[src/sv/ndt_pkg.sv]
// ----------------------------------------------------------------------------
// ndt_pkg
// Shared sizes, codes and control types for the name keyed directory table.
// ----------------------------------------------------------------------------
package ndt_pkg;

    // table geometry
    localparam int ENTRIES     = 16;
    localparam int NAME_CHARS  = 8;
    localparam int SECTOR_BITS = 10;

    // fixed port widths
    localparam int KEY_W   = 64;
    localparam int FSEC_W  = 10;
    localparam int EIDX_W  = 4;

    // derived sizes
    localparam int IDX_W = (ENTRIES > 1) ? $clog2(ENTRIES) : 1;
    localparam int CNT_W = $clog2(ENTRIES + 1);

    typedef enum logic [1:0] {
        ACT_FIND   = 2'd0,
        ACT_ADD    = 2'd1,
        ACT_REMOVE = 2'd2,
        ACT_NOP    = 2'd3
    } action_t;

    typedef enum logic [1:0] {
        ST_OK        = 2'd0,
        ST_NOT_FOUND = 2'd1,
        ST_PRESENT   = 2'd2,
        ST_FULL      = 2'd3
    } status_t;

    // controller to datapath
    typedef struct packed {
        logic load;
        logic step;
        logic commit;
    } ndt_cmd_t;

    // datapath to controller
    typedef struct packed {
        logic scan_done;
    } ndt_stat_t;

    // keep the low NAME_CHARS bytes up to the first zero byte
    function automatic logic [KEY_W-1:0] normalize_key(input logic [KEY_W-1:0] raw);
        logic [KEY_W-1:0] out;
        logic             ended;
        out   = '0;
        ended = 1'b0;
        for (int i = 0; i < NAME_CHARS; i++)
        begin
            if (raw[8*i +: 8] == 8'd0)
            begin
                ended = 1'b1;
            end
            if (!ended)
            begin
                out[8*i +: 8] = raw[8*i +: 8];
            end
        end
        return out;
    endfunction

endpackage

[src/sv/name_keyed_directory_table.sv]
// ----------------------------------------------------------------------------
// name_keyed_directory_table
// Directory of named entries with find, add and remove over a scanned table.
// ----------------------------------------------------------------------------
//  channel   handshake        beat payload
//  -------   --------------   --------------------------------------
//  request   start / busy     action, name_key, new_sector
//  result    done (strobe)    status, found_sector, entry_index
//
// Each request reads every entry through the single read port of the entry
// memory, one entry per cycle, then finishes the compare of the last entry
// and commits; busy drops after the commit, so a new request is taken only
// once the previous one has committed.
// done pulses for one cycle after the commit; the receiver cannot stall it.
// Reset clears all valid marks at once; keys and sectors need no clearing.
// ----------------------------------------------------------------------------
module name_keyed_directory_table (
    input  logic                            clk,
    input  logic                            rst_n,
    input  logic                            start,
    output logic                            busy,
    input  logic [1:0]                      action,
    input  logic [ndt_pkg::KEY_W-1:0]       name_key,
    input  logic [ndt_pkg::FSEC_W-1:0]      new_sector,
    output logic                            done,
    output logic [1:0]                      status,
    output logic [ndt_pkg::FSEC_W-1:0]      found_sector,
    output logic [ndt_pkg::EIDX_W-1:0]      entry_index
);
    import ndt_pkg::*;

    ndt_cmd_t  cmd;
    ndt_stat_t stat;

    // sequencer
    ndt_ctrl u_ctrl (
        .clk   (clk),
        .rst_n (rst_n),
        .start (start),
        .busy  (busy),
        .cmd   (cmd),
        .stat  (stat)
    );

    // table and result datapath
    ndt_dpath u_dpath (
        .clk          (clk),
        .rst_n        (rst_n),
        .cmd          (cmd),
        .stat         (stat),
        .action       (action),
        .name_key     (name_key),
        .new_sector   (new_sector),
        .done         (done),
        .status       (status),
        .found_sector (found_sector),
        .entry_index  (entry_index)
    );

endmodule

[src/sv/ndt_ctrl.sv]
// ----------------------------------------------------------------------------
// ndt_ctrl
// Sequencer: takes a request, runs the table scan, then commits the result.
// ----------------------------------------------------------------------------
module ndt_ctrl (
    input  logic              clk,
    input  logic              rst_n,
    input  logic              start,
    output logic              busy,
    output ndt_pkg::ndt_cmd_t cmd,
    input  ndt_pkg::ndt_stat_t stat
);
    import ndt_pkg::*;

    typedef enum logic {
        S_IDLE,
        S_SCAN
    } state_t;

    state_t state_reg;
    state_t state_next;

    // next state and commands
    always_comb
    begin
        state_next = state_reg;
        cmd        = '0;
        unique case (state_reg)
            S_IDLE:
            begin
                if (start)
                begin
                    cmd.load   = 1'b1;
                    state_next = S_SCAN;
                end
            end
            S_SCAN:
            begin
                cmd.step = 1'b1;
                if (stat.scan_done)
                begin
                    cmd.commit = 1'b1;
                    state_next = S_IDLE;
                end
            end
            default:
            begin
                state_next = S_IDLE;
            end
        endcase
    end

    // state register
    always_ff @(posedge clk or negedge rst_n)
    begin
        if (!rst_n)
        begin
            state_reg <= S_IDLE;
        end
        else
        begin
            state_reg <= state_next;
        end
    end

    assign busy = (state_reg != S_IDLE);

endmodule

[src/sv/ndt_dpath.sv]
// ----------------------------------------------------------------------------
// ndt_dpath
// Entry store, scan pointer, match and free-slot trackers, result registers.
// ----------------------------------------------------------------------------
module ndt_dpath (
    input  logic                            clk,
    input  logic                            rst_n,
    input  ndt_pkg::ndt_cmd_t               cmd,
    output ndt_pkg::ndt_stat_t              stat,
    input  logic [1:0]                      action,
    input  logic [ndt_pkg::KEY_W-1:0]       name_key,
    input  logic [ndt_pkg::FSEC_W-1:0]      new_sector,
    output logic                            done,
    output logic [1:0]                      status,
    output logic [ndt_pkg::FSEC_W-1:0]      found_sector,
    output logic [ndt_pkg::EIDX_W-1:0]      entry_index
);
    import ndt_pkg::*;

    // entry store: keys and sectors in memory, valid marks in flops
    logic [KEY_W-1:0]       key_mem [ENTRIES];
    logic [SECTOR_BITS-1:0] sec_mem [ENTRIES];
    logic [ENTRIES-1:0]     valid_reg;
    logic [ENTRIES-1:0]     valid_next;

    // latched request
    action_t                act_reg;
    logic [KEY_W-1:0]       key_reg;
    logic [SECTOR_BITS-1:0] sec_reg;

    // scan pipeline
    logic [CNT_W-1:0]       ptr_reg;
    logic [CNT_W-1:0]       ptr_next;
    logic                   live_reg;
    logic                   live_next;
    logic [IDX_W-1:0]       stg_idx_reg;
    logic                   stg_vld_reg;
    logic [KEY_W-1:0]       rd_key_reg;
    logic [SECTOR_BITS-1:0] rd_sec_reg;
    logic                   rd_en;
    logic [IDX_W-1:0]       rd_addr;

    // trackers
    logic                   hit_reg;
    logic                   hit_next;
    logic [IDX_W-1:0]       hit_idx_reg;
    logic [IDX_W-1:0]       hit_idx_next;
    logic [SECTOR_BITS-1:0] hit_sec_reg;
    logic [SECTOR_BITS-1:0] hit_sec_next;
    logic                   free_reg;
    logic                   free_next;
    logic [IDX_W-1:0]       free_idx_reg;
    logic [IDX_W-1:0]       free_idx_next;

    // result
    logic                   done_reg;
    status_t                status_reg;
    status_t                status_next;
    logic [FSEC_W-1:0]      fsec_reg;
    logic [FSEC_W-1:0]      fsec_next;
    logic [EIDX_W-1:0]      eidx_reg;
    logic [EIDX_W-1:0]      eidx_next;
    logic                   wr_en;

    assign rd_addr        = ptr_reg[IDX_W-1:0];
    assign rd_en          = cmd.step && (ptr_reg < CNT_W'(ENTRIES));
    assign stat.scan_done = (ptr_reg == CNT_W'(ENTRIES)) && !live_reg;

    // scan pointer and compare stage
    always_comb
    begin
        ptr_next      = ptr_reg;
        live_next     = live_reg;
        hit_next      = hit_reg;
        hit_idx_next  = hit_idx_reg;
        hit_sec_next  = hit_sec_reg;
        free_next     = free_reg;
        free_idx_next = free_idx_reg;
        if (cmd.load)
        begin
            ptr_next  = '0;
            live_next = 1'b0;
            hit_next  = 1'b0;
            free_next = 1'b0;
        end
        else
        begin
            if (cmd.step)
            begin
                live_next = rd_en;
                if (rd_en)
                begin
                    ptr_next = ptr_reg + CNT_W'(1);
                end
            end
            if (live_reg)
            begin
                if (stg_vld_reg && (rd_key_reg == key_reg) && !hit_reg)
                begin
                    hit_next     = 1'b1;
                    hit_idx_next = stg_idx_reg;
                    hit_sec_next = rd_sec_reg;
                end
                if (!stg_vld_reg && !free_reg)
                begin
                    free_next     = 1'b1;
                    free_idx_next = stg_idx_reg;
                end
            end
        end
    end

    // action outcome at commit
    always_comb
    begin
        valid_next  = valid_reg;
        status_next = ST_NOT_FOUND;
        fsec_next   = '0;
        eidx_next   = '0;
        wr_en       = 1'b0;
        case (act_reg)
            ACT_FIND:
            begin
                if (hit_reg)
                begin
                    status_next = ST_OK;
                    fsec_next   = FSEC_W'(hit_sec_reg);
                    eidx_next   = EIDX_W'(hit_idx_reg);
                end
            end
            ACT_ADD:
            begin
                if (hit_reg)
                begin
                    status_next = ST_PRESENT;
                end
                else if (free_reg)
                begin
                    status_next             = ST_OK;
                    eidx_next               = EIDX_W'(free_idx_reg);
                    valid_next[free_idx_reg] = 1'b1;
                    wr_en                   = cmd.commit;
                end
                else
                begin
                    status_next = ST_FULL;
                end
            end
            ACT_REMOVE:
            begin
                if (hit_reg)
                begin
                    status_next             = ST_OK;
                    eidx_next               = EIDX_W'(hit_idx_reg);
                    valid_next[hit_idx_reg] = 1'b0;
                end
            end
            default:
            begin
                status_next = ST_NOT_FOUND;
            end
        endcase
    end

    // control flops
    always_ff @(posedge clk or negedge rst_n)
    begin
        if (!rst_n)
        begin
            valid_reg <= '0;
            ptr_reg   <= '0;
            live_reg  <= 1'b0;
            hit_reg   <= 1'b0;
            free_reg  <= 1'b0;
            done_reg  <= 1'b0;
        end
        else
        begin
            ptr_reg  <= ptr_next;
            live_reg <= live_next;
            hit_reg  <= hit_next;
            free_reg <= free_next;
            done_reg <= cmd.commit;
            if (cmd.commit)
            begin
                valid_reg <= valid_next;
            end
        end
    end

    // payload flops
    always_ff @(posedge clk)
    begin
        hit_idx_reg  <= hit_idx_next;
        hit_sec_reg  <= hit_sec_next;
        free_idx_reg <= free_idx_next;
        if (cmd.load)
        begin
            act_reg <= action_t'(action);
            key_reg <= normalize_key(name_key);
            sec_reg <= SECTOR_BITS'(new_sector);
        end
        if (rd_en)
        begin
            stg_idx_reg <= rd_addr;
            stg_vld_reg <= valid_reg[rd_addr];
        end
        if (cmd.commit)
        begin
            status_reg <= status_next;
            fsec_reg   <= fsec_next;
            eidx_reg   <= eidx_next;
        end
    end

    // entry memory: one write port, one registered read port
    always_ff @(posedge clk)
    begin
        if (wr_en)
        begin
            key_mem[free_idx_reg] <= key_reg;
            sec_mem[free_idx_reg] <= sec_reg;
        end
        if (rd_en)
        begin
            rd_key_reg <= key_mem[rd_addr];
            rd_sec_reg <= sec_mem[rd_addr];
        end
    end

    assign done         = done_reg;
    assign status       = status_reg;
    assign found_sector = fsec_reg;
    assign entry_index  = eidx_reg;

endmodule
[config.mk]
export PLATFORM = sky130hd
export DESIGN_NAME = name_keyed_directory_table
export DESIGN_NICKNAME = d
export VERILOG_FILES = /design/src/sv/ndt_pkg.sv /design/src/sv/name_keyed_directory_table.sv /design/src/sv/ndt_ctrl.sv /design/src/sv/ndt_dpath.sv
export SDC_FILE = /design/constraint.sdc
export NUM_CORES = 1
export LEC_CHECK = 0
export BUFFER_PORTS_ARGS = -buffer_cell sky130_fd_sc_hd__buf_2
export CAP_MARGIN = 25
export CORE_MARGIN = 2
export CORE_UTILIZATION = 40
export CTS_BUF_LIST = sky130_fd_sc_hd__clkbuf_4 sky130_fd_sc_hd__clkbuf_8 sky130_fd_sc_hd__clkbuf_16
export DETAILED_ROUTE_END_ITERATION = 10
export PLACE_DENSITY = 0.64
export SLEW_MARGIN = 20
export SYNTH_ARGS = -nofsm -noshare
export SYNTH_HDL_FRONTEND = slang
export SYNTH_SLANG_ARGS = --single-unit
[constraint.sdc]
create_clock -name clk -period 9.7 [get_ports clk]
set_input_delay 0.485 -clock clk [delete_from_list [all_inputs] [get_ports clk]]
set_output_delay 0.485 -clock clk [all_outputs]
set_load 0.01 [all_outputs]
---- Yosys cells after proc, flatten, opt, wreduce, memory -nomap -nowiden ----
Memories as Yosys holds them, arrays and structs flattened. A register that Yosys moved wholly into a read port is not among the register bits.
Index checks and enable logic that the tools add are counted.
cells by class
  reductions and logical operators ........ 34
  $lt $le $gt $ge ......................... 6
  add/sub/neg operators ................... 1
  muxes and demuxes ....................... 56
  bitwise logic cells ..................... 5
  equal/unequal tests ..................... 7
operator list
  kind                                                                           number
  64-bit == test                                                                 1
  8-bit zero test                                                                8
  16-bit two-way mux                                                             3
  1-bit two-way mux                                                              37
  16-bit case mux with 2 select lines                                            1
  16-bit bitwise AND                                                             1
  16-bit inverter                                                                1
  16-bit bitwise OR                                                              1
  4-bit by 5-bit less-than comparator with 1-bit output (second input constant)  3
  5-bit two-way mux                                                              3
  4-bit two-way mux                                                              3
  2-bit nonzero test                                                             6
  1-bit demux with 4-bit select                                                  2
  4-bit by 1-bit >= comparator with 1-bit output (second input constant)         2
  4-bit case mux with 2 select lines                                             1
  2-bit AND reduction                                                            4
  1-bit logical AND                                                              7
  2-bit two-way mux                                                              3
  3-bit AND reduction                                                            2
  5-bit by 1-bit adder with 5-bit output (second input constant)                 1
  5-bit == test (second input constant)                                          1
  5-bit less-than comparator (second input constant)                             1
  5-bit AND reduction                                                            1
  1-bit binary-select mux with 4-bit select                                      1
  other kinds (10)                                                               15
word-level totals
  logic and storage cells ................. 136
  input port bits ......................... 79
  memories kept ........................... 2
  RAM bits ................................ 1184
  bits in registers ....................... 141
  output and inout bits ................... 18
memory list
  memory           depth  bits a word  read ports  clocked after memory_dff  wr ports  line             source
  u_dpath.key_mem  16     64           1           1                         1         ndt_dpath.sv:21  logic [KEY_W-1:0] key_mem [ENTRIES];
  u_dpath.sec_mem  16     10           1           1                         1         ndt_dpath.sv:22  logic [SECTOR_BITS-1:0] sec_mem [ENTRIES];

---- Logic depth before layout (Yosys ltp) ----
  depth in word-level cells ............... 17
  mapped depth ............................ 10
  depth with buffers taken out ............ 7

---- By module ----
A second synthesis with hierarchy kept.
unflattened totals
  cell total of the unflattened synthesis .. 2177
  area total of the unflattened synthesis .. 52830.7 sq um
by module, submodules not included
  module     instances  area an instance (sq um)  cells an instance  seq. area each (sq um)
  ndt_dpath  1          52770.6                   2171               41855.1
  ndt_ctrl   1          60.1                      6                  25.0

---- Worst setup path before layout ----
No wires, ideal clock.
  kind .................................... reg2reg
  start point ............................. reg u_dpath.ptr_reg[1]
  end point ............................... mem u_dpath.key_mem[1][0], enable pin
  setup time .............................. 0.599 ns
  arrival ................................. 7.590 ns
  buffers on the path ..................... 3
  slack ................................... 1.511 ns
  data required time ...................... 9.101 ns
  clock period less this slack ............ 8.189 ns
  cell stages (with the launch flop) ...... 10
  path through ............................ dfrtp_1 -> buf_2 -> buf_2 -> buf_1 -> inv_1 -> ha_1 -> nand4b_1 -> nor3_2 -> nand4b_1 -> nor3_1
RTL lines
  element                   line              source
  start: declaration        ndt_dpath.sv:32   logic [CNT_W-1:0] ptr_reg;
  start signal: assignment  ndt_dpath.sv:179  ptr_reg <= ptr_next;
  end: declaration          ndt_dpath.sv:21

==> flow_summary.toml <==
[floorplanning]
initial_core_util_pct = 40.23
num_rows = 133
die_w_um = 367.4
die_h_um = 367.4
core_region_area_um2 = 131300
io-pin-count = 97
die_area_um2 = 135000

[synth]
synth-compound-area-share_pct = 0.6964
synth_seq_area_share_pct = 79.28
synth-simple-area-share_pct = 1.983
synth_top_family_by_area = "multiplexers"
synthMuxAreaShare_pct = 15.99
syn_inst = 2172
synthAdderAreaFrac_pct = 0.04737
ys_ff_latch = 1399
async_flop_share_pct = 1.858
synth.avg_cell_area_um2 = 24.32
synth_xor_xnor_area_share_pct = 0.8622
synth_area_um2 = 52820
ys_warn_count = 0
yosysUniqueCellTypes = 48
synth_ff_type = "edfxtp_1"
synth_edf_count = 1373
syn_nets = 2253

[place]
portBuffers = 96
gp_congestion = 0.7969
pre_cts_slack_ps = 4872
hpwl_um = 67300

[clocking]
htreeDepth = 4
clk-insertion-delay-late_ps = 750
root_buffer = "clkbuf_16"
cts_tree = "yes"
clock_sinks = 1399
cts_setup_buffers = 0
clock_path_buffers = 3
cts_buffers = 137
cts_resized = 0
path_clk_slew_ps = 60

[power]
seq_power_share_pct = 46.9
p_leak_nw = 18.77
cell_internal_pwr_mw = 11.83
combPwrFrac_pct = 19.8
pwr-share-clk_pct = 33.4
ir_drop_v = 0.0002150
power.net_switching_mw = 4.076
p_per_area_nw_per_um2 = 263.2
swShare_pct = 25.63

[layout]
nFillCells = 10577
seqCellArea_um2 = 41900
nets = 2467
drive_gt1_share_pct = 31.11
area_growth_syn_to_layout_pct = 14.40
biggestRegsByFlops = "u_dpath.key_mem (1024), u_dpath.sec_mem (160)"
top_register = "u_dpath.key_mem"
largest_reg_flops = 1024
multi_input_area_um2 = 10470

[sta]
finalClockSkew_ps = 27.80
fin_tns_setup_ps = 0
whs_ps = 52.08
finalSetupViolCount = 0
finalMaxSlewViolations = 0
finalHoldViolations = 0
fin_crit_ps = 4760
timing.fmax_mhz = 210.1
worstMarginPinSlew_ps = 1069
slew_headroom_pct = 28.70
fin_ws_ps = 4940
fin_crit_sh_pct = 49.07
grt_setup_unrepaired = "false"

[worst_setup_path]
crit_type = "reg2reg"
cp-end-kind = "flop"
slowest_stage = "buf_4"
crit_required_ps = 10060
startpoint_type = "flop"
ff2ff_setup_slack_ps = 4940
worstSetupEndpoint = "u_dpath.key_mem[5][49]"
crit_path_cell_trace = "inv_1 -> ha_1 -> nand4b_1 -> nor3_4 -> buf_4 -> nand4b_1 -> nor2_4 -> buf_4"
crit_arrival_ps = 5120
worst_r2r_endpoint = "u_dpath.key_mem[5][49]"
cp_slowest_stage_delay_ps = 880
path_depth = 8
reg2reg_from = "u_dpath.ptr_reg[1]"
ff2ff_path_depth = 8
critPathBufInv = 3
cp_top_family = "simple AND/OR/NAND/NOR gates"
cp-startpoint = "u_dpath.ptr_reg[1]"
crit_fanout = 54

[global_route]
grt_max_degree = 114
antenna_found_initial = 8
grt_use_total_pct = 17.72
grt_overflow = 0
grt_first_pass_wirelength_um = 173800
grt_pass1_vias = 24650

[routing]
routed_via_density = 5.603
drtIter0Drc = 2851
route.detailed.drc = 0
routed_wl_um = 119400
firstDrtPassIters = 5
postRouteAntennaNets = 0
via_count = 23813
routedWlPerCell_um = 28.10

[min_path]
min_path_type = "in2reg"
hold-path-cell-count = 2

[run_status]
status = "completed"

[job]
maxCapViolations = 0
==> layout by cell type, fill, tap and decap left out, drive strengths merged, types with 10 or more instances in the layout <==
cell type / n
nand2: 15
dfrtp: 26
and3: 25
bufinv: 13
xor2: 13
clkbuf: 170
inv: 26
dlygate4sd3: 24
buf: 152
clkinv: 48
nand4: 14
nor4: 10
nor3: 12
mux4: 375
and2: 36
nor2: 27
edfxtp: 1373
xnor2: 39
==> worst min path at each step <==
| stage | startpoint | to | slack [ps] |
|---|---|---|---|
| floorplan | rst_n | u_ctrl.busy | 190 |
| global placement | u_dpath.rd_sec_reg[9] | u_dpath.hit_sec_reg[9] | 410 |
| detailed placement | u_dpath.rd_sec_reg[9] | u_dpath.hit_sec_reg[9] | 410 |
| CTS | name_key[13] | u_dpath.key_reg[13] | 2 |
| global route | name_key[48] | u_dpath.key_reg[48] | 40 |
| finish | name_key[13] | u_dpath.key_reg[13] | 50 |
==> worst register-to-register path: cells and delay by family (launching register included) <==
kind	cells	cell delay [ps]
fa+ha+maj	1	190
buf+inv	3	1460
flops	1	800
simple gates	4	1800
==> Yosys cell counts (2+ instances only) <==
cell type	count	area, µm²
xnor2_1	39	341.6
nor2b_1	5	31.28
edfxtp_1	1373	41230
nand3_1	5	25.02
clkbuf_1	51	191.4
a2111oi_0	3	26.28
o21ai_0	6	30.03
a22o_1	2	17.52
a2bb2oi_1	8	70.07
o2bb2ai_1	2	17.52
nor4_1	10	62.56
nor3b_1	9	67.56
buf_1	11	41.29
a21oi_1	4	20.02
nand2b_1	7	43.79
o22a_1	6	52.55
nand4b_1	4	35.03
a32o_1	2	20.02
and2_1	36	225.2
nand4_1	14	87.58
buf_2	10	50.05
buf_6	10	112.6
ha_1	2	25.02
nor3_1	11	55.05
or4_1	8	60.06
mux4_2	375	8446
inv_1	16	60.06
dfrtp_1	26	650.6
buf_4	19	142.6
o32a_1	2	20.02
nor2_1	27	101.4
xor2_1	13	113.9
o22ai_1	3	18.77
nand2_1	15	56.30
and3_1	25	156.4
==> power groups by stage <==
stage	Clock, mW	Combinational [mW]	Sequential (mW)
finish	5.31	3.14	7.45
global route	5.63	3.35	7.49
CTS	5.41	3.21	7.46
detailed placement	0	3.19	7.58
global placement	0	3.16	7.57
floorplan	0	2.52	7.35
==> per-stage QoR <==
stage / total power [mW] / area [µm²] / cells / utilization, %
floorplan: 9.878 / 52820 / 2172 / -
global placement: 10.73 / 55490 / 3971 / 42.27
detailed placement: 10.77 / 55650 / 3977 / 42.39
CTS: 16.07 / 60400 / 4248 / 46.00
global route: 16.46 / 60430 / 4249 / 46.02
finish: 15.91 / 60430 / 4250 / 46.02
==> kinds of logic after synthesis <==
family	count (synthesis)
AOI/OAI and AO/OA	46
DFF	1399
adders and majority gates	2
buffers and inverters	118
xor gates and xnor gates	52
muxes	375
and+or+nand+nor	180
==> layer usage <==
| layer | wire length, µm | vias to the layer above | GRT usage, % | part of all wire (%) |
|---|---|---|---|---|
| met3 | 8280 | 181 | 2.809 | 6.9 |
| met4 | 2949 | 4 | 5.517 | 2.5 |
| met1 | 51600 | 12885 | 25.87 | 43 |
| met2 | 56560 | 1006 | 27.53 | 47 |
| li1 | - | 9737 | - | - |
| met5 | 27 | - | 0 | 0.023 |
==> what timing repair did <==
| item | CTS | global route |
|---|---|---|
| hold buffers | 24 | 0 |
| setup endpoints to repair | 0 | 0 |
| hold endpoints to repair | 50 | 0 |
==> cell type report <==
| cell class | count | share of cell area [%] |
|---|---|---|
| Inverter | 17 | 0.1139 |
| Sequential cell | 1399 | 69.33 |
| Antenna cell | 1 | 0.004141 |
| Multi-Input combinational cell | 655 | 17.33 |
| Clock inverter | 77 | 1.275 |
| Tap cell | 1755 | 3.634 |
| Clock buffer | 170 | 6.181 |
| Timing Repair Buffer | 176 | 2.129 |
Note: power is estimated with default switching activity, not from simulation.
